**config.mk**
```make
export PLATFORM = sky130hd
export DESIGN_NAME = sliding_median_filter_core
export DESIGN_NICKNAME = d
export VERILOG_FILES = /design/src/hw/rtl/smf_pkg.sv /design/src/hw/rtl/smf_median.sv /design/src/hw/rtl/sliding_median_filter_core.sv
export SDC_FILE = /design/constraint.sdc
export NUM_CORES = 2
export LEC_CHECK = 0
export BUFFER_PORTS_ARGS = -buffer_cell sky130_fd_sc_hd__buf_2
export CORE_MARGIN = 8
export CORE_UTILIZATION = 66
export CTS_CLUSTER_SIZE = 20
export DETAILED_ROUTE_END_ITERATION = 6
export GPL_ROUTABILITY_DRIVEN = 0
export PLACE_DENSITY = 0.92
export SETUP_SLACK_MARGIN = 0.3
export SLEW_MARGIN = 20
export SYNTH_ARGS = -nofsm -noshare
export SYNTH_HDL_FRONTEND = slang
export SYNTH_SLANG_ARGS = --single-unit
```
**constraint.sdc**
```tcl
create_clock -name clock -period 21.2 [get_ports clock]
set_input_delay 5.3 -clock clock [delete_from_list [all_inputs] [get_ports clock]]
set_output_delay 5.3 -clock clock [all_outputs]
set_load 0.03 [all_outputs]
```
**src/hw/rtl/smf_pkg.sv**
```systemverilog
package smf_pkg;

   localparam int MAX_HALF_WIDTH = 7;
   localparam int SAMPLE_BITS    = 16;
   localparam int STORE_DEPTH    = 2 * MAX_HALF_WIDTH + 1;
   localparam int IDX_W          = $clog2(STORE_DEPTH);
   localparam int CNT_W          = $clog2(STORE_DEPTH + 1);
   localparam int HW_W           = 3;

   typedef logic signed [SAMPLE_BITS-1:0] sample_type;
   typedef logic [IDX_W-1:0]              idx_type;
   typedef logic [CNT_W-1:0]              cnt_type;
   typedef logic [HW_W-1:0]               hw_type;

   typedef sample_type window_type [STORE_DEPTH];

   typedef struct packed {
      sample_type sample;
      logic       frame_last;
   } req_type;

   typedef struct packed {
      sample_type filtered;
      logic       frame_end;
      logic       run_last;
   } rsp_type;

   // one median to compute: window is ages 0 .. last of the store
   typedef struct packed {
      idx_type last;
      logic    frame_end;
      logic    run_last;
   } job_type;

   function automatic idx_type count_ones(logic [STORE_DEPTH-1:0] bits);
      idx_type total;
      total = '0;
      for (int k = 0; k < STORE_DEPTH; k++) begin
         total = total + idx_type'(bits[k]);
      end
      return total;
   endfunction

endpackage

```
**src/hw/rtl/smf_median.sv**
```systemverilog
module smf_median (
   input  logic               clock,
   input  logic               reset,
   input  logic               job_valid,
   input  smf_pkg::job_type   job,
   input  smf_pkg::window_type window,
   output logic               job_ready,
   output logic               rsp_valid,
   input  logic               rsp_stall,
   output smf_pkg::rsp_type   rsp_data
);
   import smf_pkg::*;

   // rank stage
   logic                   a_valid_ff;
   window_type             a_vals_ff;
   idx_type                a_rank_ff [STORE_DEPTH];
   logic [STORE_DEPTH-1:0] a_win_ff;
   idx_type                a_lo_ff;
   idx_type                a_hi_ff;
   logic                   a_end_ff;
   logic                   a_rlast_ff;

   idx_type                rank_in [STORE_DEPTH];
   logic [STORE_DEPTH-1:0] win_in;
   logic [STORE_DEPTH-1:0] below [STORE_DEPTH];

   // result stage
   logic                   rsp_valid_ff;
   rsp_type                rsp_data_ff;

   logic                   a_adv;
   logic                   b_adv;
   sample_type             lo_val;
   sample_type             hi_val;
   logic [SAMPLE_BITS:0]   pair_sum;

   assign b_adv     = !rsp_valid_ff || !rsp_stall;
   assign a_adv     = !a_valid_ff || b_adv;
   assign job_ready = a_adv;

   // rank of entry i = number of window entries ordered before it (ties by age)
   always_comb begin
      for (int i = 0; i < STORE_DEPTH; i++) begin
         win_in[i] = idx_type'(i) <= job.last;
      end
      for (int i = 0; i < STORE_DEPTH; i++) begin
         for (int j = 0; j < STORE_DEPTH; j++) begin
            below[i][j] = win_in[j] && (j != i) &&
                          ((window[j] < window[i]) || ((window[j] == window[i]) && (j < i)));
         end
         rank_in[i] = count_ones(below[i]);
      end
   end

   always_ff @(posedge clock) begin
      if (reset) begin
         a_valid_ff <= 1'b0;
      end else if (a_adv) begin
         a_valid_ff <= job_valid;
      end
   end

   always_ff @(posedge clock) begin
      if (a_adv && job_valid) begin
         a_vals_ff  <= window;
         a_rank_ff  <= rank_in;
         a_win_ff   <= win_in;
         a_lo_ff    <= job.last >> 1;
         a_hi_ff    <= (job.last + idx_type'(1)) >> 1;
         a_end_ff   <= job.frame_end;
         a_rlast_ff <= job.run_last;
      end
   end

   // pick the two middle values; they coincide for an odd count
   always_comb begin
      lo_val = '0;
      hi_val = '0;
      for (int i = 0; i < STORE_DEPTH; i++) begin
         if (a_win_ff[i] && (a_rank_ff[i] == a_lo_ff)) begin
            lo_val = lo_val | a_vals_ff[i];
         end
         if (a_win_ff[i] && (a_rank_ff[i] == a_hi_ff)) begin
            hi_val = hi_val | a_vals_ff[i];
         end
      end
      pair_sum = {lo_val[SAMPLE_BITS-1], lo_val} + {hi_val[SAMPLE_BITS-1], hi_val};
   end

   always_ff @(posedge clock) begin
      if (reset) begin
         rsp_valid_ff <= 1'b0;
      end else if (b_adv) begin
         rsp_valid_ff <= a_valid_ff;
      end
   end

   always_ff @(posedge clock) begin
      if (b_adv && a_valid_ff) begin
         // floor of the mean: drop the low bit of the sign-extended sum
         rsp_data_ff.filtered  <= pair_sum[SAMPLE_BITS:1];
         rsp_data_ff.frame_end <= a_end_ff;
         rsp_data_ff.run_last  <= a_rlast_ff;
      end
   end

   assign rsp_valid = rsp_valid_ff;
   assign rsp_data  = rsp_data_ff;

endmodule

```
**src/hw/rtl/sliding_median_filter_core.sv**
```systemverilog
// Sliding median filter over frames of signed 16-bit samples.
// Input channel req_*: one sample per item, frame_last on the final sample.
// Result channel rsp_*: one filtered value per frame position, lagging the
// input by W positions (W = half width from csr_data, reset value 1).
// csr_* takes a new half width at any time csr_valid is high (always ready);
// write it only while the block is idle.
// Throughput: one sample per cycle while req_stall is low. A sample that is not the last of its
// frame yields at most one result, via the pending register, rank stage and result register.
// The last sample of a frame yields min(W, n-1)+1 results (n samples held,
// at most 15), one per cycle through the rank/select pipeline while rsp_stall allows; req_stall
// stays high until the last of them is issued, then the frame count clears.
// When rsp_stall is high the result register holds; the pending register and rank stage
// keep filling and req_stall rises only once a pending item cannot move.
// Synchronous reset empties the pipeline, clears the frame and sets W to 1.
module sliding_median_filter_core (
   input  logic             clock,
   input  logic             reset,
   input  logic             req_valid,
   output logic             req_stall,
   input  smf_pkg::req_type req_data,
   output logic             rsp_valid,
   input  logic             rsp_stall,
   output smf_pkg::rsp_type rsp_data,
   input  logic             csr_valid,
   output logic             csr_ready,
   input  smf_pkg::hw_type  csr_data
);
   import smf_pkg::*;

   hw_type     half_width_ff;
   window_type store_ff;
   cnt_type    count_ff;
   cnt_type    count_in;
   logic       pend_ff;
   logic       pend_in;
   idx_type    pend_last_ff;
   idx_type    pend_last_in;
   logic       flush_ff;
   logic       flush_in;
   idx_type    d_ff;
   idx_type    d_in;
   idx_type    wl_ff;
   idx_type    wl_in;

   logic       req_acc;
   idx_type    w_eff;
   idx_type    two_w;
   cnt_type    count_new;
   idx_type    new_top;
   idx_type    last_single;
   idx_type    d_init;
   idx_type    flush_sum;
   idx_type    flush_top;
   idx_type    flush_last;

   logic       job_valid;
   job_type    job;
   logic       med_ready;
   logic       job_take;

   assign csr_ready = 1'b1;

   always_ff @(posedge clock) begin
      if (reset) begin
         half_width_ff <= hw_type'(1);
      end else if (csr_valid) begin
         half_width_ff <= csr_data;
      end
   end

   assign w_eff = (int'(half_width_ff) > MAX_HALF_WIDTH) ? idx_type'(MAX_HALF_WIDTH)
                                                         : idx_type'(half_width_ff);
   assign two_w = w_eff << 1;

   assign req_acc   = req_valid && !req_stall;
   assign count_new = (count_ff == cnt_type'(STORE_DEPTH)) ? count_ff
                                                           : count_ff + cnt_type'(1);
   assign new_top     = idx_type'(count_new - cnt_type'(1));
   assign last_single = (two_w < new_top) ? two_w : new_top;
   assign d_init      = (w_eff < new_top) ? w_eff : new_top;

   assign flush_sum  = d_ff + wl_ff;
   assign flush_top  = idx_type'(count_ff - cnt_type'(1));
   assign flush_last = (flush_sum < flush_top) ? flush_sum : flush_top;

   assign job_valid     = pend_ff || flush_ff;
   assign job.last      = flush_ff ? flush_last : pend_last_ff;
   assign job.frame_end = flush_ff && (d_ff == '0);
   assign job.run_last  = !flush_ff || (d_ff == '0);
   assign job_take      = job_valid && med_ready;

   // hold input during a flush, or while a pending item cannot advance
   assign req_stall = flush_ff || (pend_ff && !med_ready);

   always_ff @(posedge clock) begin
      if (req_acc) begin
         store_ff[0] <= req_data.sample;
         for (int k = STORE_DEPTH - 1; k > 0; k--) begin
            store_ff[k] <= store_ff[k-1];
         end
      end
   end

   always_comb begin
      count_in     = count_ff;
      pend_in      = pend_ff;
      pend_last_in = pend_last_ff;
      flush_in     = flush_ff;
      d_in         = d_ff;
      wl_in        = wl_ff;
      if (job_take) begin
         if (flush_ff) begin
            if (d_ff == '0) begin
               flush_in = 1'b0;
               count_in = '0;
            end else begin
               d_in = d_ff - idx_type'(1);
            end
         end else begin
            pend_in = 1'b0;
         end
      end
      if (req_acc) begin
         count_in = count_new;
         if (!req_data.frame_last) begin
            pend_in      = count_new > cnt_type'(w_eff);
            pend_last_in = last_single;
         end else begin
            flush_in = 1'b1;
            d_in     = d_init;
            wl_in    = w_eff;
         end
      end
   end

   always_ff @(posedge clock) begin
      if (reset) begin
         count_ff <= '0;
         pend_ff  <= 1'b0;
         flush_ff <= 1'b0;
      end else begin
         count_ff <= count_in;
         pend_ff  <= pend_in;
         flush_ff <= flush_in;
      end
   end

   always_ff @(posedge clock) begin
      pend_last_ff <= pend_last_in;
      d_ff         <= d_in;
      wl_ff        <= wl_in;
   end

   smf_median u_median (
      .clock     (clock),
      .reset     (reset),
      .job_valid (job_valid),
      .job       (job),
      .window    (store_ff),
      .job_ready (med_ready),
      .rsp_valid (rsp_valid),
      .rsp_stall (rsp_stall),
      .rsp_data  (rsp_data)
   );

endmodule
```
==> metrics.cfg, run 1 <==
[synth]
synth_area_leader_cell = ha_1
synth_nets = 8586
ys_seq_area_share_pct = 26.84
syn-cell-area_mm2 = 0.06680
synth_area_leaders = ha_1 34%, edfxtp_1 26%, fa_1 3.7%
synthFlopType = edfxtp_1
synth_cell_types = 82
synth_top_cell_area_share_pct = 33.66
postSynthAreaPerCell_um2 = 10.06
synth_edf_count = 587
synth_cells = 6639
ys_ff_latch = 602
yosys_warnings = 0
ys_async_sr_fraction_pct = 0

[clock_network]
htreeDepth = 3
ctsHoldBuffers = 0
numCtsBuffers = 68
root_buffer = clkbuf_16
clk_path_buf_depth = 3
cts.sinks = 602
cts_resized = 0
post-cts-setup-buffers = 0

[floorplan]
die_w_um = 334.2
io_pins = 46
die_h_um = 334.2
initial_core_util_pct = 66.61
std_cell_rows = 116

[outcome]
lastStage = 5_1_grt
status = aborted with a tool error
firstError = [ERROR GRT-0116] Global routing finished with congestion. Check the congestion regions in the DRC Viewer.

[global_routing]
grt_pass1_wl_mm = 521.2
grt_pass1_vias = 71930
grt_overflow = 296
grtUsageTotal_pct = 63.11
grt_max_degree = 186

[placement]
hpwlAfterDp_mm = 221.4
portBuffers = 44

stage by stage:
| stage | cell area, um2 | setup slack (ns) | instances | hold slack [ns] | util, % |
|---|---|---|---|---|---|
| after detailed placement | 69960 | 9.763 | 8174 | 0.4080 | 69.76 |
| after CTS | 72280 | 9.684 | 8296 | 0.4206 | 72.07 |
| after global placement | 69960 | 9.762 | 8174 | 0.4068 | 69.76 |
| after floorplan | 66800 | 1.309 | 6639 | 0.4003 | - |
routing by layer:
metal | track usage, % | GRT overflow
met5 | 32.81 | 2
met4 | 55.15 | 76
met3 | 56.89 | 12
met2 | 73.03 | 190
met1 | 64.47 | 16
cells by family after synthesis:
logic type               Yosys count  share of synthesized area, %
adder cells (fa/ha/maj)         1922                         37.40
buffers and inverters            526                         3.073
XOR/XNOR                         134                         1.757
other                              1                      0.005613
AND/OR/NAND/NOR                 1701                         13.33
AO/OA/AOI/OAI                   1733                         17.28
flip-flops                       602                         26.84
multiplexers                      20                        0.3109
cell usage after synthesis, types with 9 or more instances:
master,instances
nand2_1,358
nand3b_1,27
o211ai_1,46
a211o_1,24
a211oi_1,46
o22ai_1,43
nor2_1,305
a21o_1,333
nand4_1,342
inv_1,462
o31ai_1,9
nand3_1,101
edfxtp_1,587
dfxtp_1,15
nor3b_1,9
and2_1,13
or3_1,26
xor2_1,25
clkbuf_1,46
and3_1,27
mux2i_1,14
a2111oi_0,15
nor3_1,119
a21oi_1,413
o21a_1,213
a221oi_1,30
o21ai_0,276
a222oi_1,46
or2_2,30
nor4_1,36
a22oi_1,107
nor2b_1,170
xnor2_1,109
and4_1,24
a31oi_1,24
o221ai_1,13
ha_1,1797
nand2b_1,82
fa_1,125
a22o_1,19
==> inputs of run 2 (changes only) <==
--- a/config.mk
+++ b/config.mk
@@ -7,12 +7,10 @@
 export LEC_CHECK = 0
 export BUFFER_PORTS_ARGS = -buffer_cell sky130_fd_sc_hd__buf_2
 export CORE_MARGIN = 8
-export CORE_UTILIZATION = 66
-export CTS_CLUSTER_SIZE = 20
+export CORE_UTILIZATION = 40
 export DETAILED_ROUTE_END_ITERATION = 6
 export GPL_ROUTABILITY_DRIVEN = 0
-export PLACE_DENSITY = 0.92
-export SETUP_SLACK_MARGIN = 0.3
+export PLACE_DENSITY_LB_ADDON = 0.15
 export SLEW_MARGIN = 20
 export SYNTH_ARGS = -nofsm -noshare
 export SYNTH_HDL_FRONTEND = slang
==> run 2 against run 1 <==
  * The flow now finishes, with violations (design-rule violations)
  * Synthesized cell count stayed put
  * Area after synthesis did not move
==> metrics.cfg, run 2 <==
[outcome]
status = complete, but fails checks
violations = design-rule violations

[synth]
postSynthAreaPerCell_um2 = 10.06  ; unchanged
synth_commonest_cells = 1797 x ha_1, 587 x edfxtp_1, 462 x inv_1
synth_nets = 8586  ; unchanged
synth_cells = 6639  ; unchanged
ys_async_sr_fraction_pct = 0  ; unchanged
synth.area.mux_share_pct = 0.3109  ; unchanged
ys_seq_area_share_pct = 26.84  ; unchanged
synth_edf_count = 587  ; unchanged
synth_compound_area_share_pct = 17.28  ; unchanged
synthSimpleGateAreaFrac_pct = 13.33  ; unchanged
synth_top_cell_area_share_pct = 33.66  ; unchanged
synth_top_family_by_area = adder cells
ys_ff_latch = 602  ; unchanged
synth_area_leader_cell = ha_1
synth_most_common_cell = ha_1
syn-cell-area_mm2 = 0.06680  ; unchanged
yosys_warnings = 0  ; unchanged
synth_area_leaders = ha_1 34%, edfxtp_1 26%, fa_1 3.7%
synth_xor_area_share_pct = 1.757  ; unchanged
synthAdderAreaFrac_pct = 37.40  ; unchanged
synthFlopType = edfxtp_1
synth_cell_types = 82  ; unchanged

[route]
drc_errors = 20
wl_per_cell_um = 36.94
totalWireLength_mm = 341.1
first_pass_iters = 7
vias = 62730
antenna_left = 0
vias_per_cell = 6.792
drt-initial-drc-count = 8587

[timing]
fin_crit_sh_pct = 54.15
timing.setup.tns_ns = 0
skew_ns = 0.05195
fmax_ghz = 0.08712
setup_slack_ns = 9.721
final_hold_viol_count = 0
setup_viol = 0
rsz0062_at_grt = false
final_max_slew_viol_count = 0
period_minus_slack_ns = 11.48
slew_headroom_pct = 15.17
worst_slew_pin_slew_ns = 1.264
hold_ws_ns = 0.4181

[power_and_ir_drop]
power_frac_comb_pct = 57.8
power.density_mw_per_mm2 = 100.6
p_sw_mw = 3.439
sw_frac_of_total_pct = 46.22
finalPower_mw = 7.440
p_leak_nw = 33.85
pwr-share-seq_pct = 24.7
p_clk_share_pct = 17.5
internal_power_mw = 4.001
vdd_drop_max_uv = 69.48

[global_routing]
grtUsageTotal_pct = 36.51
grt_pass1_vias = 60400
grt_max_degree = 87
grt_pass1_wl_mm = 462.5
antenna_found_initial = 42
grt_overflow = 0

[setup_path]
startpoint = rsp_stall
r2r-start = store_ff[219]
required_ns = 15.90
crit_arrival_ns = 6.18
critical_path.max_fanout = 6
startpoint_type = input port
cp-end-kind = output pin
critPathKind = input port to output pin

[job]
cap_violations = 0

[clock_network]
post-cts-setup-buffers = 0  ; unchanged
cts.sinks = 602  ; unchanged
cts_tree = yes
cts_resized = 0  ; unchanged
root_buffer = clkbuf_16
clk_pin_slew_ns = 0.05
clk_path_buf_depth = 3  ; unchanged
ctsHoldBuffers = 0  ; unchanged
htreeDepth = 3  ; unchanged
numCtsBuffers = 73  ; +7.4%
clkLatencyLatePin_ns = 0.76

[placement]
placed_area_mm2 = 0.07145  ; +2.1%
pre_cts_ws_ns = 9.720  ; -0.04248 ns
placed_cells = 9075  ; +11%
portBuffers = 44  ; unchanged
hpwlAfterDp_mm = 257.3  ; +16%

[layout]
multiInputGateArea_mm2 = 0.04694
layout-drive-gt1-share_pct = 6.929
nFillCells = 15740
finalInstanceArea_mm2 = 0.07393
final_cells = 9235
areaGrowthSynthToFinish_pct = 10.66
mostFrequentLayoutCells = 1797 x ha_1, 587 x edfxtp_1, 461 x inv_1
reg_top3 = store_ff: 240 flops, u_median.a_vals_ff: 240 flops, u_median.a_rank_ff: 60 flops
post-route-util_pct = 44.41
nets = 8893
regArea_mm2 = 0.01793
final_common_cell = ha_1

[floorplan]
std_cell_rows = 150  ; +29%
initial_core_util_pct = 40.13  ; -26 points
io_pins = 46  ; unchanged
core_mm2 = 0.1665
die_area_mm2 = 0.1803
die_w_um = 424.7  ; +27%
die_h_um = 424.7  ; +27%

[worst_hold_path]
hold_class = flip-flop to flip-flop
hp-start = u_median.a_rlast_ff

[run 2: cell counts after synthesis]
Identical to the previous run, type by type.
[run 2: final timing paths]
| path | to | depth (start not counted) | slack [ns] |
|---|---|---|---|
| min reg2reg | u_median.rsp_data[0] | 0 | 0.42 |
| max | req_stall | 5 | 9.72 |
| min | u_median.rsp_data[0] | 0 | 0.42 |
| max reg2reg | u_median.a_rank_ff[38] | 19 | 13.04 |
[run 2: layer usage]
layer  GRT usage (%)  routed length, um
met2           53.47             138600
met4           29.44              35070
met3           13.18              44040
met1           42.86             123100
met5          0.8598                358
[run 2: logic make-up after synthesis]
group	count (synthesis)
fa+ha+maj	1922
compound gates	1733
simple gates	1701
flops	602
buf+inv	526
xor+xnor	134
mux	20
other cells	1
[run 2: layout make-up]
cell class              instances  area share (%)
flip-flops and latches        602           24.25
clock buffers                  87           2.569
diodes                         31          0.1049
clock inverters                42          0.6635
multi-input cells            5511           63.49
well taps                    2204           3.730
repair buffers                292           2.816
inverters                     466           2.376
[run 2: power by group through the flow]
stage          combinational [mW]  clock (mW)  sequential [mW]
2_1_floorplan                2.61           0             1.89
3_3_place_gp                 4.04           0             1.85
3_5_place_dp                 4.15           0             1.85
4_1_cts                      4.17        1.32             1.83
5_1_grt                      4.67        1.36             1.84
6_report                     4.30        1.30             1.84
[run 2: critical path, cell delays in order]
cell	delay (ns)
buf_2	0.13
and3_1	0.27
a21oi_1	0.23
inv_1	0.07
buf_2	0.18
Note: power is estimated with default switching activity, not from simulation.
